===== config.mk =====
export PLATFORM = sky130hd
export DESIGN_NAME = srrip_victim
export DESIGN_NICKNAME = d
export VERILOG_FILES = /design/src/rtl/core/srrip_pkg.sv /design/src/rtl/core/srrip_victim.sv
export SDC_FILE = /design/constraint.sdc
export NUM_CORES = 1
export LEC_CHECK = 0
export ABC_AREA = 1
export ABC_CLOCK_PERIOD_IN_PS = 8500
export BUFFER_PORTS_ARGS = -buffer_cell sky130_fd_sc_hd__buf_4
export CAP_MARGIN = 10
export CELL_PAD_IN_SITES_DETAIL_PLACEMENT = 0
export CELL_PAD_IN_SITES_GLOBAL_PLACEMENT = 2
export CORE_MARGIN = 2
export CORE_UTILIZATION = 22
export DETAILED_ROUTE_END_ITERATION = 7
export PLACE_DENSITY_LB_ADDON = 0.25
export SLEW_MARGIN = 20
export SYNTH_ARGS = -nofsm -noshare
export SYNTH_HDL_FRONTEND = slang
export SYNTH_SLANG_ARGS = --single-unit

===== constraint.sdc =====
create_clock -name vclk -period 8.5
set_clock_uncertainty 0.1 [all_clocks]
set_input_delay 0.425 -clock vclk [all_inputs]
set_output_delay 0.425 -clock vclk [all_outputs]
set_load 0.01 [all_outputs]

===== src/rtl/core/srrip_pkg.sv =====
// shared types, codes and default sizes for the signature rrip replacement block
package srrip_pkg;

  localparam int SETS_DEF      = 2048;
  localparam int WAYS_DEF      = 16;
  localparam int SIG_BITS_DEF  = 14;
  localparam int CTR_BITS_DEF  = 3;
  localparam int AGE_BITS_DEF  = 2;

  localparam int SET_IDX_W = 11;
  localparam int WAY_W     = 4;
  localparam int PC_W      = 16;
  localparam int AGE_OUT_W = 2;
  localparam int LIMIT_W   = 3;
  localparam int CFG_IDX_W = 2;

  localparam logic [LIMIT_W-1:0] BAND_ONE_RST   = 3'd2;
  localparam logic [LIMIT_W-1:0] BAND_TWO_RST   = 3'd4;
  localparam logic [LIMIT_W-1:0] BAND_THREE_RST = 3'd6;

  typedef enum logic {
    OP_VICTIM = 1'b0,
    OP_ACCESS = 1'b1
  } op_t;

  typedef enum logic [CFG_IDX_W-1:0] {
    CFG_BAND_ONE   = 2'd0,
    CFG_BAND_TWO   = 2'd1,
    CFG_BAND_THREE = 2'd2
  } cfg_reg_t;

  typedef struct packed {
    op_t                  operation;
    logic [SET_IDX_W-1:0] set_index;
    logic [WAY_W-1:0]     way;
    logic [PC_W-1:0]      pc;
    logic                 hit;
  } req_t;

  typedef struct packed {
    logic [WAY_W-1:0]     victim_way;
    logic [AGE_OUT_W-1:0] insert_age;
  } rsp_t;

  typedef enum logic [2:0] {
    ST_CLEAR,
    ST_IDLE,
    ST_ADDR,
    ST_ROW,
    ST_CTR
  } state_t;

endpackage


===== src/rtl/core/srrip_victim.sv =====
// victim way search and set ageing over one row of way ages
module srrip_victim #(
  parameter int WAYS     = srrip_pkg::WAYS_DEF,
  parameter int AGE_BITS = srrip_pkg::AGE_BITS_DEF
) (
  input  logic [WAYS-1:0][AGE_BITS-1:0] ages,
  output logic [WAYS-1:0][AGE_BITS-1:0] aged,
  output logic [$clog2(WAYS)-1:0]       victim
);

  localparam int LEVELS = 1 << AGE_BITS;
  localparam int WIDX_W = $clog2(WAYS);
  localparam logic [AGE_BITS-1:0] AGE_TOP = '1;

  logic [LEVELS-1:0]   level_seen;
  logic [AGE_BITS-1:0] top;
  logic [AGE_BITS-1:0] gap;

  always_comb begin
    level_seen = '0;
    for (int v = 0; v < LEVELS; v++) begin
      for (int w = 0; w < WAYS; w++) begin
        if (ages[w] == AGE_BITS'(v)) begin
          level_seen[v] = 1'b1;
        end
      end
    end
  end

  always_comb begin
    top = '0;
    for (int v = 0; v < LEVELS; v++) begin
      if (level_seen[v]) begin
        top = AGE_BITS'(v);
      end
    end
  end

  assign gap = AGE_TOP - top;

  always_comb begin
    for (int w = 0; w < WAYS; w++) begin
      aged[w] = ages[w] + gap;
    end
  end

  // lowest way at the set maximum
  always_comb begin
    victim = '0;
    for (int w = WAYS - 1; w >= 0; w--) begin
      if (ages[w] == top) begin
        victim = WIDX_W'(w);
      end
    end
  end

endmodule

**Word-level counts from Yosys, hierarchy flattened**

Index checks and enable logic that the tools add are counted.

- Add/sub/neg operators: 17
- Equal/unequal tests: 64
- Multiplexer cells: 67

Operators with widths:

| operator | number |
|---|---|
| $eq A2 B2 Y1 const B | 32 |
| $mux W4 | 16 |
| $mux W1 | 49 |
| $add A2 B2 Y2 | 16 |
| $eq A2 B1 Y1 const B | 16 |
| $eq A2 B2 Y1 | 16 |
| $mux W2 | 2 |
| $sub A2 B2 Y2 const A | 1 |

- Register bits after elaboration: 0
- Input port bits: 32
- Logic and storage cells: 148

**Depth between registers and ports, before layout**

Gate-level depths: netlist of run 1.

- Depth in word-level cells: 37
- Depth in mapped cells: 24
- Depth with buffers taken out: 24

**Least setup slack after synthesis of run 1**

Ideal clock, no wire load.

- Path kind: in2out
- From: input port ages[6] (netlist name)
- To: output port victim[0]
- Arrival time: 3.301 ns
- Path slack: 4.674 ns
- Stages on the path: 21
- Buffers on the path: 0
- Cell sequence: inv_1 > o22ai_1 > a2111oi_0 > nand3_1 > a21boi_0 > ha_1 > nand2_1 > nand2_1 > nand2_1 > nand2_1 > nand2_1 > nand2_1 > nand2_1 > nand2_1 > nand2_1 > nand2_1 > nand2_1 > nand2_1 > nand2_1 > nand2_1 > a21oi_2

- Word-level cells in the longest chain between the ends: 34
- Elaborated cells between the ends (all ways): 77
- Those cells by class: 19 x eq/ne; 58 x mux

RTL lines:

| what | line | source |
|---|---|---|
| from (decl) | srrip_victim.sv:6 | `input logic [WAYS-1:0][AGE_BITS-1:0] ages,` |
| $eq A2 B1 Y1 | srrip_victim.sv:23 | `if (ages[w] == AGE_BITS'(v)) begin` |
| $mux W1 (13 in series) | srrip_victim.sv:23 |  |
| $mux W1 | srrip_victim.sv:33 | `if (level_seen[v]) begin` |
| $mux W2 (2 in series) | srrip_victim.sv:33 |  |
| $eq A2 B2 Y1 | srrip_victim.sv:51 | `if (ages[w] == top) begin` |
| $mux W4 (15 in series) | srrip_victim.sv:51 |  |
| $mux W4 (*) | srrip_victim.sv:51 |  |
| to (decl) | srrip_victim.sv:8 | `output logic [$clog2(WAYS)-1:0] victim` |

Every way passes the cells marked *; elsewhere a longest branch is shown, timed or not.

**Final worst setup path of run 1**

Ends and elaborated chain as after synthesis.

==> impl_results.md, run 1 <==
- Gate power share: 100.0%
- CP max FO: 9
- Final Critical Period: 3940 ps
- Netlist cell types: 27
- Largest net degree at the start of global routing: 10
- Sw Share: 51.4%
- Setup ws final: 4560 ps
- Ant diodes: 0
- Aggregate global routing overflow: 0
- Max Clk Rate: 0.254 GHz
- Routed Wire Length: 3640 µm
- Leak pwr: 0.00112 µW
- P&R area growth vs syn: 55.8%
- DR vias: 1374
- Cts hold-fix bufs: 0
- Cell count after placement: 335
- Slew @ Worst Pin: 800 ps
- Placed instance area: 1680 µm²
- Drt first pass iters: 4
- Critical Path RT: 7980 ps
- Max Cap Viol: 0
- Global route hottest layer: met2
- Share of layout cells above drive strength 1: 32.1%
- Met1 Track Usage GR: 19.0%
- Post-CTS sizing: 0
- Pwr dens: 48.6 nW/µm²
- Pre-CTS setup slack: 4370 ps
- Vias in the first global route: 1297
- Post-detail-place hpwl: 3250 µm
- Period utilisation layout: 46.3%
- Drt initial violations: 40
- Finished Layout Cells: 335
- Final Hold Fails: 0
- Hold endpoint: aged[18]
- Finished Cell Area: 1680 µm²
- Internal cell power: 39.7 µW
- CP Capture Type: primary output
- Outcome: complete, no violations
- PortBufs: 68
- Setup violations, final: 0
- Gr usage total: 13.1%
- Mapped Nets: 247
- Sequential element share of the synthesized area: 0%
- Clock share of power: 0%
- Synth warn: 0
- Syn_area_per_cell: 5.42 µm²
- ANT nets after route: 0
- DR DRC count: 0
- Mapped cell area: 1080 µm²
- Core footprint: 4720 µm²
- Hold path depth: 3
- Max-slew violation count: 0
- Unrepaired setup endpoints after global routing: false
- Row cnt: 25
- Maximum vdd drop: 0.0155 mV
- Initial antenna violation count: 0
- Postcts setup bufs: 0
- Avg Vias per Cell: 4.10
- Met2 usage in global routing: 22.7%
- Sequential power share: 0%
- DIE HEIGHT: 74.0 µm
- GPL Wtd Cong: 0.764
- First-pass GRT wire length: 5800 µm
- DR WL/cell: 10.9 µm
- Register area: 0 µm²
- P_sw: 42.0 µW
- Die span in x: 74.0 µm
- Slew margin rel.: 46.6%
- Starting Density: 22.8%
- Sequential cell count: 0
- Mapped Cells: 199
- M3 GR Usage: 0.678%
- Setup TNS: 0 ps
- CP startpoint kind: primary input
- Final net count: 318
- Io pins: 68
- Worst min path class: in -> out
- # clk buffers: 0
- Hold path startpoint: ages[18]
- Crit Path Category: in -> out
- Hold WS: 1100 ps
- Die ar.: 5480 µm²
- Worst EP arrival: 3410 ps
cells in the mapped netlist, types with 2 or more instances:
library cell	instances	area (µm²)
nand2_4	2	22.5
nand3_1	2	10.0
nor2_2	3	18.8
a21oi_1	2	10.0
nand2_1	92	345
o22ai_1	4	25.0
nor2_1	12	45.0
inv_1	27	101
a21oi_2	2	17.5
xor2_1	15	131
or2_2	7	43.8
ha_1	16	200
routing by layer:
layer	vias up	share of wire [%]
li1	764	-
met3	0	5.8
met5	-	0
met2	41	46
met1	569	48
met4	0	0
metrics by stage:
step | total power, µW | util [%]
floorplan | 42.5 | -
finish | 81.7 | 35.6
global route | 92.6 | 35.6
detailed placement | 83.2 | 35.6
CTS | 83.4 | 35.6
global placement | 83.5 | 35.6
worst max-delay path by stage:
stage,startpoint,end
4_1_cts,ages[6],victim[0]
5_1_grt,ages[6],victim[0]
3_5_place_dp,ages[6],victim[0]
2_1_floorplan,ages[6],victim[0]
3_3_place_gp,ages[6],victim[0]
6_report,ages[6],victim[0]
layout make-up:
type                            instances  area [µm²]
Fill cell                             553        3040
Inverter                               28         108
Multi-Input combinational cell        171         971
Timing Repair Buffer                   69         518
Tap cell                               67        83.8
layout by cell type (no fill, tap or decap), drive strengths merged:
master   instances
o21bai           1
xor2            15
or2              8
nor2            15
nand4            1
xnor2            1
a21boi           1
a2111oi          1
nor3             1
nand3            2
a211oi           1
ha              16
a21oi            4
buf             69
a221oi           1
o22ai            4
inv             28
nand2           95
o221ai           1
a31oi            1
o21ai            1
nor4             1
worst max-delay path, cell delays in order:
cell and delay, ps:
buf_4 120, inv_1 60, o22ai_1 70, a2111oi_0 530
nand3_1 130, a21boi_1 650, ha_1 380, nand2_1 120
nand2_1 60, nand2_1 50, nand2_1 50, nand2_1 50
nand2_1 40, nand2_1 50, nand2_1 60, nand2_1 50
nand2_1 40, nand2_1 50, nand2_1 60, nand2_1 60
nand2_1 60, a21oi_2 110, buf_4 130
power by group through the flow:
stage | clock [µW] | sequential (µW) | combinational, µW
floorplan | 0 | 0 | 42.5
CTS | 0 | 0 | 83.4
detailed placement | 0 | 0 | 83.2
global placement | 0 | 0 | 83.5
global route | 0 | 0 | 92.6
finish | 0 | 0 | 81.7
logic make-up (layout without fill, tap and decap cells):
| kind of cell | after synthesis | in the layout | synth area share (%) |
|---|---|---|---|
| AOI/OAI and AO/OA | 16 | 16 | 10.4 |
| xor gates and xnor gates | 16 | 16 | 13.0 |
| adders and majority gates | 16 | 16 | 18.6 |
| buffers and inverters | 28 | 97 | 9.98 |
| and+or+nand+nor | 123 | 123 | 48.0 |
Note: power is estimated with default switching activity, not from simulation.
==> inputs of run 2 (changes only) <==
--- a/config.mk
+++ b/config.mk
@@ -5,14 +5,14 @@
 export SDC_FILE = /design/constraint.sdc
 export NUM_CORES = 1
 export LEC_CHECK = 0
-export ABC_AREA = 1
-export ABC_CLOCK_PERIOD_IN_PS = 8500
+export ABC_AREA = 0
+export ABC_CLOCK_PERIOD_IN_PS = 3500
 export BUFFER_PORTS_ARGS = -buffer_cell sky130_fd_sc_hd__buf_4
 export CAP_MARGIN = 10
 export CELL_PAD_IN_SITES_DETAIL_PLACEMENT = 0
 export CELL_PAD_IN_SITES_GLOBAL_PLACEMENT = 2
 export CORE_MARGIN = 2
-export CORE_UTILIZATION = 22
+export CORE_UTILIZATION = 19
 export DETAILED_ROUTE_END_ITERATION = 7
 export PLACE_DENSITY_LB_ADDON = 0.25
 export SLEW_MARGIN = 20
==> constraint.sdc (replaced) <==
create_clock -name vclk -period 3.5
set_clock_uncertainty 0.1 [all_clocks]
set_input_delay 0.175 -clock vclk [all_inputs]
set_output_delay 0.175 -clock vclk [all_outputs]
set_load 0.01 [all_outputs]
==> run 2 against run 1 <==
Net effect:
- global-route usage is 0.93 points higher
- area after synthesis is 4.1% lower
- sequential share of layout area stayed put
- via count is 1.2% lower
- setup slack worse by 4300 ps
- first-iteration DRC count is 150% higher
- wire length is 21% higher
- combinational power is 150% higher
- critical path depth is 10 lower
- design area is 1.7% lower
- count of clock-buffer cells in the layout stayed put
- worst hold slack worse by 500 ps
- critical path type unchanged
- highest routed layer is now met4
==> impl_results.md, run 2 <==
- Max Clk Rate: 0.311 GHz
- Max-slew violation count: 0
- PortBufs: 68
- Vias in the first global route: 1338
- DR vias: 1358
- Max Cap Viol: 0
- GPL Wtd Cong: 0.816
- Io pins: 68
- Core footprint: 5170 µm²
- Share of layout cells above drive strength 1: 35.0%
- Period utilisation layout: 92.0%
- Mapped Nets: 199
- Hold path depth: 3
- P_sw: 100 µW
- Synth warn: 0
- FILL cells: 578
- Setup ws final: 280 ps
- Final net count: 270
- Netlist cell types: 32
- Placed instance area: 1640 µm²
- Mapped cell area: 1030 µm²
- Critical Path RT: 3220 ps
- Syn_area_per_cell: 6.85 µm²
- Leading post-synthesis cells by cell area: ha_1 19%, xnor2_1 12%, nor2b_1 7.9%
- Aggregate global routing overflow: 0
- Area occupied by multi-input gates: 963 µm²
- Largest net degree at the start of global routing: 20
- Finished Cell Area: 1650 µm²
- Starting Density: 20.0%
- Drt first pass iters: 4
- Power Total: 202 µW
- Pwr dens: 122 nW/µm²
- Maximum vdd drop: 0.0434 mV
- Routed Wire Length: 4420 µm
- Initial antenna violation count: 0
- Crit path top cell by count: buf_4
- Sw Share: 49.7%
- Register area: 0 µm²
- Internal cell power: 102 µW
- Commonest cells in the netlist: 16 x ha_1, 16 x inv_1, 16 x nor2_1, 14 x xnor2_1, 13 x nor2b_1
- ANT nets after route: 0
- Mapped Cells: 151
- DR WL/cell: 15.2 µm
- Crit Path Category: in -> out
- Hold endpoint: aged[8]
- Postcts setup bufs: 0
- Hold path startpoint: ages[8]
- Worst-path cell chain: buf_4 -> nor2b_1 -> a2111oi_1 -> nand4_1 -> a31oi_1 -> nor2_2 -> buf_4 -> ha_1 -> o21ai_0 -> and4_1 -> a211oi_1 -> nor2_1 -> buf_4
- Drt initial violations: 99
- Sequential power share: 0%
- CP Capture Type: primary output
- Worst min path class: in -> out
- Gr usage total: 14.0%
- # clk buffers: 0
- Ant diodes: 0
- Die span in x: 77.8 µm
- Avg Vias per Cell: 4.68
- Row cnt: 26
- First-pass GRT wire length: 7010 µm
- P&R area growth vs syn: 59.6%
- Slew @ Worst Pin: 543 ps
- Leak pwr: 0.000801 µW
- Crit-path slowest cell: a2111oi_1
- Commonest non-fill, non-tap cell in the layout: buf_4
- DR DRC count: 0
- Post-synth top area cell: ha_1
- Gate power share: 100.0%
- Critical Path Max Stage Delay: 450 ps
- Die ar.: 6050 µm²
- Final Critical Period: 3220 ps
- Setup TNS: 0 ps
- Post-detail-place hpwl: 3770 µm
- CP startpoint kind: primary input
- Slew margin rel.: 63.4%
- Setup violations, final: 0
- Worst EP arrival: 2940 ps
- Outcome: complete, no violations
- Unrepaired setup endpoints after global routing: false
- Synth top area share: 19.3%
- Final Hold Fails: 0
- Sequential cell count: 0
- Pre-CTS setup slack: 125 ps
- Commonest cells after routing, fill and taps aside: 72 x buf_4, 16 x inv_1, 16 x ha_1
- Clock share of power: 0%
- DIE HEIGHT: 77.8 µm
- CP max FO: 10
- Sequential element share of the synthesized area: 0%
## run 2: power groups by stage
stage	sequential (µW)	combinational, µW	clock (µW)
2_1_floorplan	0	95.9	0
3_3_place_gp	0	204	0
3_5_place_dp	0	202	0
4_1_cts	0	203	0
5_1_grt	0	221	0
6_report	0	202	0
## run 2: cells by family (layout without fill, tap and decap cells)
group,after synthesis,after routing,share of synthesized area [%]
AOI/OAI and AO/OA,50,50,34.2
and+or+nand+nor,50,50,25.0
buffers and inverters,19,88,7.86
adders and majority gates,16,16,19.3
xor gates and xnor gates,16,16,13.5
## run 2: worst max-delay path by stage
stage / from / to / slack [ps] / cells after the start
3_5_place_dp: ages[1] / victim[2] / 130 / 13
2_1_floorplan: ages[1] / victim[3] / 590 / 9
3_3_place_gp: ages[1] / victim[1] / 7 / 13
4_1_cts: ages[7] / victim[2] / 90 / 13
6_report: ages[1] / victim[2] / 280 / 13
5_1_grt: ages[1] / victim[1] / 50 / 13
## run 2: what timing repair did
item                       in CTS  in global routing
gates resized for setup         0                  4
hold buffers                    0                  0
setup endpoints to repair       0                  4
## run 2: layout make-up
cell class | count | share of cell area (%)
timing repair buffer | 72 | 32.7
inverter | 16 | 3.64
tap | 70 | 5.30
multi-input combinational | 132 | 58.3
## run 2: metrics by stage
stage | hold slack [ps] | std cells | util (%)
2_1_floorplan | 411 | 151 | -
3_3_place_gp | 606 | 290 | 31.7
3_5_place_dp | 603 | 290 | 31.7
4_1_cts | 603 | 290 | 31.7
5_1_grt | 617 | 290 | 31.9
6_report | 598 | 290 | 31.9
## run 2: critical path, delay by kind of cell
kind                       cells  cell delay, ps
buffers and inverters          3             470
AOI/OAI and AO/OA              4            1140
adders and majority gates      1             280
and+or+nand+nor                5             880
## run 2: layer usage
metal / GRT usage, % / share of wire (%)
met2: 24.2 / 48
met4: 0.714 / 0.34
met1: 19.6 / 45
met3: 1.28 / 6.6
met5: 0 / 0
==> inputs of run 3 (changes only) <==
--- a/config.mk
+++ b/config.mk
@@ -6,13 +6,13 @@
 export NUM_CORES = 1
 export LEC_CHECK = 0
 export ABC_AREA = 0
-export ABC_CLOCK_PERIOD_IN_PS = 3500
+export ABC_CLOCK_PERIOD_IN_PS = 3800
 export BUFFER_PORTS_ARGS = -buffer_cell sky130_fd_sc_hd__buf_4
-export CAP_MARGIN = 10
+export CAP_MARGIN = 0
 export CELL_PAD_IN_SITES_DETAIL_PLACEMENT = 0
 export CELL_PAD_IN_SITES_GLOBAL_PLACEMENT = 2
 export CORE_MARGIN = 2
-export CORE_UTILIZATION = 19
+export CORE_UTILIZATION = 23
 export DETAILED_ROUTE_END_ITERATION = 7
 export PLACE_DENSITY_LB_ADDON = 0.25
 export SLEW_MARGIN = 20
==> constraint.sdc (replaced) <==
create_clock -name vclk -period 3.8
set_clock_uncertainty 0.1 [all_clocks]
set_input_delay 0.19 -clock vclk [all_inputs]
set_output_delay 0.19 -clock vclk [all_outputs]
set_load 0.01 [all_outputs]
==> run 3 against run 2 <==
Net effect:
- non-clock buffer count fell by 2
- count of clock-buffer cells in the layout did not move
- power fell by 8.6%
- highest routed layer is now met3
- sequential share of layout area did not move
- setup slack improved by 100 ps
- design area fell by 2.7%
- die area fell by 17%
- first-iteration DRC count fell by 8.1%
- cell count fell by 6.9%
==> impl_results.md, run 3 (synthesized netlist as in run 2, its figures left out) <==
- FILL cells: 460
- Post-detail-place hpwl: 3630 µm
- Ant diodes: 0
- Max-slew violation count: 0
- PortBufs: 68
- Sequential cell count: 0
- Gr usage total: 16.9%
- Final net count: 268
- DR vias: 1409
- Worst min path class: in -> out
- Cts hold-fix bufs: 0
- Pwr dens: 115 nW/µm²
- Final core occ: 36.9%
- Commonest cells after routing, fill and taps aside: 70 x buf_4, 16 x inv_1, 16 x ha_1
- DIE HEIGHT: 71.1 µm
- Drt first pass iters: 6
- Max Cap Viol: 0
- # clk buffers: 0
- Register area: 0 µm²
- Maximum vdd drop: 0.0405 mV
- Pre-CTS setup slack: 285 ps
- Setup TNS: 0 ps
- Setup violations, final: 0
- Crit Path Category: in -> out
- DR WL/cell: 15.8 µm
- Io pins: 68
- Die span in x: 71.1 µm
- Unrepaired setup endpoints after global routing: false
- First-pass GRT wire length: 7110 µm
- Setup ws final: 380 ps
- Starting Density: 23.8%
- Critical Path RT: 3510 ps
- P&R area growth vs syn: 55.3%
- Crit path top cell by count: buf_4
- Worst-path cell chain: buf_4 -> nor2b_1 -> a2111oi_0 -> nand4_1 -> a31oi_1 -> nor2_2 -> buf_4 -> ha_1 -> o21ai_0 -> and2_1 -> nand3_1 -> nor4_2 -> buf_4
- Worst EP arrival: 3130 ps
- Critical Path Max Stage Delay: 520 ps
- Largest net degree at the start of global routing: 23
- Final Hold Fails: 0
- Max Clk Rate: 0.292 GHz
- Outcome: complete, no violations
- Finished Layout Cells: 270
- CP startpoint kind: primary input
- Avg Vias per Cell: 5.22
- Routed Wire Length: 4260 µm
- Slew @ Worst Pin: 537 ps
- Die ar.: 5050 µm²
- DR DRC count: 0
- Vias in the first global route: 1413
- Crit-path slowest cell: a2111oi_0
- Aggregate global routing overflow: 0
- Cell count after placement: 270
- Leak pwr: 0.000790 µW
- Row cnt: 24
- Drt initial violations: 91
- Hold WS: 637 ps
- Final Critical Period: 3420 ps
- CP max FO: 10
- Initial antenna violation count: 0
- Area occupied by multi-input gates: 956 µm²
- Share of layout cells above drive strength 1: 33.9%
- GPL Wtd Cong: 0.917
- Period utilisation layout: 90.0%
- Commonest non-fill, non-tap cell in the layout: buf_4
- Slew margin rel.: 63.3%
- CP Capture Type: primary output
- Core footprint: 4350 µm²
- ANT nets after route: 0
[run 3: cell count changes in the layout (fill, tap and decap cells not counted)]
cell,before,now
buf_4,72,70
a2111oi_1,2,1
a2111oi_0,1,3
a2111oi_2,1,0
[run 3: power breakdown]
| group | switching (µW) | internal (µW) |
|---|---|---|
| combinational | 91.8 | 92.8 |
| sequential | 0 | 0 |
| clock | 0 | 0 |
| total | 91.8 | 92.8 |
[run 3: metrics by stage]
| stage | power, µW | instance area [µm²] |
|---|---|---|
| after global routing | 204 | 1610 |
| after detailed placement | 185 | 1600 |
| final | 185 | 1610 |
| after CTS | 185 | 1600 |
| after floorplan | 88.3 | 1030 |
| after global placement | 185 | 1600 |
[run 3: per-layer routing]
metal	vias up	track usage, %	part of all wire (%)
met2	49	29.3	49
met3	0	0.712	4.6
met4	0	0	0
met5	-	0	0
li1	697	-	-
met1	663	24.9	47
[run 3: path summary, 6_finish.rpt]
path                 from   endpoint  cells after the start
setup / recovery  ages[1]  victim[3]                     13
hold / removal    ages[0]    aged[0]                      3
[run 3: cell type report]
class / instances / area share, %
Timing Repair Buffer: 70 / 32.7
Multi-Input combinational cell: 132 / 59.5
Inverter: 16 / 3.74
Tap cell: 52 / 4.05
[run 3: what timing repair did]
action,4_1_cts,5_1_grt
setup buffers,0,0
endpoints found under the setup margin,0,1
resized for setup,0,1
[run 3: worst max-delay path: cells and delay by family]
family / cells / cell delay, ps
adders and majority gates: 1 / 280
AOI/OAI and AO/OA: 3 / 980
buffers and inverters: 3 / 490
and+or+nand+nor: 6 / 1180
